===== config.mk =====
export PLATFORM = sky130hd
export DESIGN_NAME = zpl_front
export DESIGN_NICKNAME = d
export VERILOG_FILES = /design/src/design/zpl_pkg.sv /design/src/design/zpl_front.sv
export SDC_FILE = /design/constraint.sdc
export NUM_CORES = 1
export LEC_CHECK = 0
export BUFFER_PORTS_ARGS = -buffer_cell sky130_fd_sc_hd__buf_2
export CAP_MARGIN = 20
export CORE_UTILIZATION = 55
export DETAILED_ROUTE_END_ITERATION = 8
export PLACE_DENSITY_LB_ADDON = 0.15
export SLEW_MARGIN = 5
export SYNTH_ARGS = -nofsm -noshare
export SYNTH_HDL_FRONTEND = slang
export SYNTH_SLANG_ARGS = --single-unit

===== constraint.sdc =====
create_clock -name clock -period 4.4 [get_ports clock]
set_input_delay 0.22 -clock clock [delete_from_list [all_inputs] [get_ports clock]]
set_output_delay 0.22 -clock clock [all_outputs]
set_load 0.1 [all_outputs]

===== src/design/zpl_pkg.sv =====
// zpl_pkg: shared types, codes and filter constants for the zero-phase low-pass unit
// no dependencies
`timescale 1ns / 1ps
package zpl_pkg;
   localparam int MAX_SAMPLES = 2048;
   localparam int AW = $clog2(MAX_SAMPLES);
   localparam int LW = AW + 1;
   localparam int NTAP = 6;
   localparam int NEXT = 10;
   localparam int MIN_SET = 11;

   localparam logic [1:0] ST_OK = 2'd0;
   localparam logic [1:0] ST_RANGE = 2'd1;
   localparam logic [1:0] ST_NONE = 2'd2;
   localparam logic [1:0] ST_TRUNC = 2'd3;

   localparam logic [1:0] OP_LOAD = 2'd0;
   localparam logic [1:0] OP_LAST = 2'd1;
   localparam logic [1:0] OP_READ = 2'd2;

   typedef struct packed {
      logic [1:0] op;
      logic signed [23:0] value;
      logic [10:0] index;
   } cmd_type;

   function automatic logic signed [31:0] coef(input logic [3:0] k);
      case (k)
         4'd0: coef = 32'sd537986;
         4'd1: coef = 32'sd2689928;
         4'd2: coef = 32'sd5379855;
         4'd3: coef = 32'sd5379855;
         4'd4: coef = 32'sd2689928;
         4'd5: coef = 32'sd537986;
         4'd6: coef = 32'sd738852791;
         4'd7: coef = -32'sd896230310;
         4'd8: coef = 32'sd573714498;
         4'd9: coef = -32'sd191542659;
         4'd10: coef = 32'sd26425600;
         default: coef = 32'sd0;
      endcase
   endfunction
endpackage


===== src/design/zpl_front.sv =====
// zpl_front: accepts request words, classifies them and queues commands
// depends on zpl_pkg
`timescale 1ns / 1ps
module zpl_front (
   input  logic clock,
   input  logic reset,
   input  logic in_valid,
   output logic in_ready,
   input  logic in_kind,
   input  logic in_last,
   input  logic [39:0] in_data,
   output logic q_valid,
   input  logic q_ready,
   output zpl_pkg::cmd_type q_cmd
);
   zpl_pkg::cmd_type mem_ff [4];
   logic [1:0] wp_ff, wp_in, rp_ff, rp_in;
   logic [2:0] cnt_ff, cnt_in;
   zpl_pkg::cmd_type c;
   logic push, pop;

   always_comb begin
      c.value = in_data[23:0];
      c.index = in_data[34:24];
      if (in_kind) c.op = zpl_pkg::OP_READ;
      else if (in_last) c.op = zpl_pkg::OP_LAST;
      else c.op = zpl_pkg::OP_LOAD;
   end

   assign in_ready = cnt_ff != 3'd4;
   assign push = in_valid && in_ready;
   assign q_valid = cnt_ff != 3'd0;
   assign pop = q_valid && q_ready;
   assign q_cmd = mem_ff[rp_ff];
   assign wp_in = wp_ff + {1'b0, push};
   assign rp_in = rp_ff + {1'b0, pop};
   assign cnt_in = cnt_ff + {2'b0, push} - {2'b0, pop};

   always_ff @(posedge clock) begin
      if (reset) begin
         wp_ff <= '0;
         rp_ff <= '0;
         cnt_ff <= '0;
      end else begin
         wp_ff <= wp_in;
         rp_ff <= rp_in;
         cnt_ff <= cnt_in;
      end
      if (push) mem_ff[wp_ff] <= c;
   end
endmodule


# Word-level counts from Yosys, hierarchy flattened
# Memories as Yosys holds them, arrays and structs flattened. A register that Yosys moved wholly into a read port is not among the register bits.
# Index checks and enable logic that the tools add are counted.
# op_classes
add_sub_neg	4
eq_ne	1
n_reduce_logical	3
n_mux	5
# op_table
op	count
adder 2 x 1 -> 2 bit	2
two-way mux 2 bit	2
adder 3 x 1 -> 3 bit	1
two-way mux 1 bit	3
inequality test 3 bit, second input constant	1
nonzero test 3 bit	1
subtractor 3 x 1 -> 3 bit	1
logical AND 1 bit	2
# totals
output_inout_bits	39
regBits	7
mem_bits_rw	148
mem_count	1
in_bits	46
wordCells	17
# mem_list
name	words	word_bits	rd	rd_ports_with_merged_regs	write_ports	line	text
mem_ff	4	37	1	1	1	zpl_front.sv:16	zpl_pkg::cmd_type mem_ff [4];

# Longest topological paths before layout
# depth
depth_word	4
mapped_depth	10
depth_no_buf	10

# Worst setup path before layout
# No wires, ideal clock.
# synth_path
path_type	register -> register
startpoint	register cnt_ff[1]
endpoint	memory mem_ff[1][0] (netlist name), enable pin
path_buffers	0
setup_slack_ns	0.220
path_stages_with_launch	4
synth_period_minus_slack_ns	4.180
required_time_ns	3.915
setup_ns	0.485
arrival_ns	3.695
cell_sequence	dfxtp_1 -> or3b_4 -> nand2_4 -> nor3b_1
# synth_between
elab_chain_len	4
# synth_rtl
element	line	text
start, declared	zpl_front.sv:18	logic [2:0] cnt_ff, cnt_in;
start signal, assigned	zpl_front.sv:47	cnt_ff <= cnt_in;
inequality test 3 bit	zpl_front.sv:30	assign in_ready = cnt_ff != 3'd4;
net in_ready	zpl_front.sv:8	output logic in_ready,
logical AND 1 bit	zpl_front.sv:31	assign push = in_valid && in_ready;
two-way mux 1 bit	zpl_front.sv:49	if (push) mem_ff[wp_ff] <= c;
two-way mux 1 bit (implied by the code)	zpl_front.sv:49	
end, declared	zpl_front.sv:16	
# The timed path passes the listed nets, and every way through them passes these cells.

==> metrics.md <==
| Metric | Value |
|---|---|
| Final net count | `410` |
| Final TNS setup | `0 ns` |
| Max_slew headroom | `0.329` |
| Clk buf depth | `2` |
| GR Util All Layers | `0.193` |
| Antenna Cells | `0` |
| Status | `complete, no violations` |
| Area Overhead vs Synth | `26.1%` |
| Vias per cell | `5.37` |
| Worst-Margin Slew | `1.00 ns` |
| WP data arrival | `2.71 ns` |
| CTS resizes | `0` |
| Critical path type | `reg -> out` |
| Inserted Clock Buffers | `17` |
| Share of layout cells above drive strength 1 | `0.415` |
| Grt ovf | `0` |
| Worst Setup EP | `q_cmd[16]` |
| Critical path startpoint | `rp_ff[0]$_SDFF_PP0_` |
| Critical Path Start Type | `flop` |
| Cell Rows | `36` |
| Post-Place Setup Slack | `1.92 ns` |
| R2R Setup Slk | `2.14 ns` |
| Initial antenna violation count | `0` |
| PortBufs | `79` |
| Max-cap violations | `0` |
| Share of the synthesized area in the top cell type | `0.780` |
| Synth Cell Area | `5700 um2` |
| First-pass GRT wire length | `14800 um` |
| Vias in the first global route | `2940` |
| IO Pins | `85` |
| Sequential cell area fraction in the yosys report | `0.805` |
| DRT Wirelength | `9320 um` |
| Final Max Slew Viols | `0` |
| Met1 WL | `3770 um` |
| Final min period | `2.93 ns` |
| PnR worst setup slack | `1.47 ns` |
| Clock Latency Late Sink | `0.52 ns` |
| Clock-pin slew of the registers on the worst-case setup and hold paths | `0.06 ns` |
| Seq cells post-synth | `155` |
| Die ar. | `10800 um2` |
| Type of destination of the critical path | `primary output` |
| GPL Wtd Cong | `0.669` |
| DRC viols | `0` |
| Worst hold path class | `in -> reg` |
| Drt first pass iters | `4` |
| Wire length on met3 | `565 um` |
| CP max stage delay | `0.80 ns` |
| Fillers | `607` |
| 1st-iter DRT viols | `100` |
| Post-Syn Nets | `279` |
| Reg2reg start | `cnt_ff[2]$_SDFF_PP0_` |
| Worst r2r dst | `cnt_ff[2]$_SDFF_PP0_` |
| Hold Violations, Final | `0` |
| Met2 wire length | `4830 um` |
| Largest area contributor in the netlist | `edfxtp_1` |
| Starting Density | `0.575` |
| Critical Path RT | `4.18 ns` |
| Core area | `9910 um2` |
| Root Driver | `clkbuf_8` |
| Final Skew | `0.00475 ns` |
| Synth top area cells | `edfxtp_1 78%, mux4_2 15%, dfxtp_1 2.5%, xor2_1 0.46%, ha_1 0.44%` |
| Pin count of the biggest net entering global routing | `39` |
| Die W | `104 um` |
| H-Tree Level Count | `4` |
| Remaining antenna violation count | `0` |
| Post-synth cell types | `24` |
| Vias | `2704` |
| Avg Inst Size Synth | `24.8 um2` |
| Die height | `104 um` |
| Yosys warns | `0` |
| RSZ-0062 raised after global routing | `false` |
| DR WL/cell | `18.5 um` |
| CTS tree | `yes` |
| Worst r2r path cells | `10` |
| Final setup viols | `0` |
| Period utilisation layout | `0.666` |
| Crit path max fanout | `21` |
| Highest metal used | `met4` |
| Post-synthesis cell count | `230` |
| Sink Count | `155` |
| Peak Freq | `341 MHz` |
| Crit-path slowest cell | `dfxtp_2` |
| Crit-path cells | `buf_4 -> mux4_2 -> buf_2` |
## Yosys cell counts, drive strengths merged
| library cell | instances |
|---|---|
| o31ai | 1 |
| mux4 | 37 |
| and3 | 1 |
| dfxtp | 7 |
| xnor2 | 2 |
| or3 | 1 |
| nor3b | 2 |
| clkbuf | 1 |
| nor2b | 3 |
| nand2 | 1 |
| xor2 | 3 |
| inv | 2 |
| or3b | 1 |
| buf | 7 |
| ha | 2 |
| nor2 | 6 |
| fa | 1 |
| nor3 | 2 |
| o311ai | 1 |
| and2 | 1 |
| edfxtp | 148 |
## state kept, by name, summed over array words and instances, names as in the netlist
register  cells
mem_ff      148
rp_ff         2
cnt_ff        3
wp_ff         2
## stage by stage
step	utilization	instances	hold slack, ns	cell area (um2)
2_1_floorplan	-	230	0.287	5700
3_3_place_gp	0.635	438	0.432	6290
3_5_place_dp	0.635	438	0.437	6290
4_1_cts	0.725	504	0.0645	7180
5_1_grt	0.725	504	0.0899	7180
6_report	0.725	504	0.0796	7180
## metal layers
layer | global-route usage | vias to the layer above
li1 | - | 1236
met2 | 0.328 | 84
met4 | 0.0786 | 0
met5 | 0 | -
met3 | 0.0661 | 15
met1 | 0.226 | 1369
## layout by cell type, fill, tap and decap left out, types with 2 or more instances in the layout
cell / instances
buf_12: 3
buf_2: 79
bufinv_16: 2
clkbuf_16: 16
clkinv_1: 3
clkinv_2: 4
clkinvlp_4: 2
dfxtp_1: 5
dfxtp_2: 2
dlygate4sd3_1: 37
edfxtp_1: 148
ha_1: 2
mux4_2: 37
nor2_1: 6
nor2b_1: 3
nor3b_2: 2
xnor2_1: 2
xor2_1: 3
## repair_timing
action / 4_1_cts / 5_1_grt
buffers inserted: 0 / 0
hold buffers: 37 / 0
endpoints found under the hold margin: 151 / 0
## worst min-delay path by stage
| stage | start | end | slack, ns | cells past startpoint |
|---|---|---|---|---|
| CTS | q_ready | rp_ff[1]$_SDFF_PP0_ | 0.06 | 4 |
| detailed placement | in_data[1] | mem_ff[3][12]$_DFFE_PP_ | 0.44 | 1 |
| floorplan | reset | cnt_ff[1]$_SDFF_PP0_ | 0.29 | 1 |
| global placement | in_data[13] | mem_ff[0][24]$_DFFE_PP_ | 0.43 | 1 |
| global route | q_ready | rp_ff[1]$_SDFF_PP0_ | 0.09 | 4 |
| finish | q_ready | rp_ff[1]$_SDFF_PP0_ | 0.08 | 4 |
## worst max-delay path: cells and delay by family (launching register included)
family                 cells  cell delay, ns
buffers and inverters      2            0.79
flip-flops                 1            0.80
multiplexers               1            0.57
## cell type report
| cell class | count | area, um2 | share of cell area |
|---|---|---|---|
| flip-flops and latches | 155 | 4590 | 0.639 |
| multi-input cells | 65 | 1060 | 0.148 |
| repair buffers | 120 | 833 | 0.116 |
| clock buffers | 18 | 418 | 0.0582 |
| well taps | 133 | 166 | 0.0232 |
| clock inverters | 11 | 106 | 0.0148 |
| inverters | 2 | 10.0 | 0.00139 |
## logic make-up (layout without fill, tap and decap cells)
group	after synthesis	in the layout	share of synthesized area
flops	155	155	0.805
mux	37	37	0.146
simple gates	18	18	0.0189
buf+inv	10	151	0.0116
xor+xnor	5	5	0.00769
fa+ha+maj	3	3	0.00791
compound gates	2	2	0.00286
Power is not shown: default switching activity piles up to over one toggle a cycle in this logic, so the estimate is an artifact.
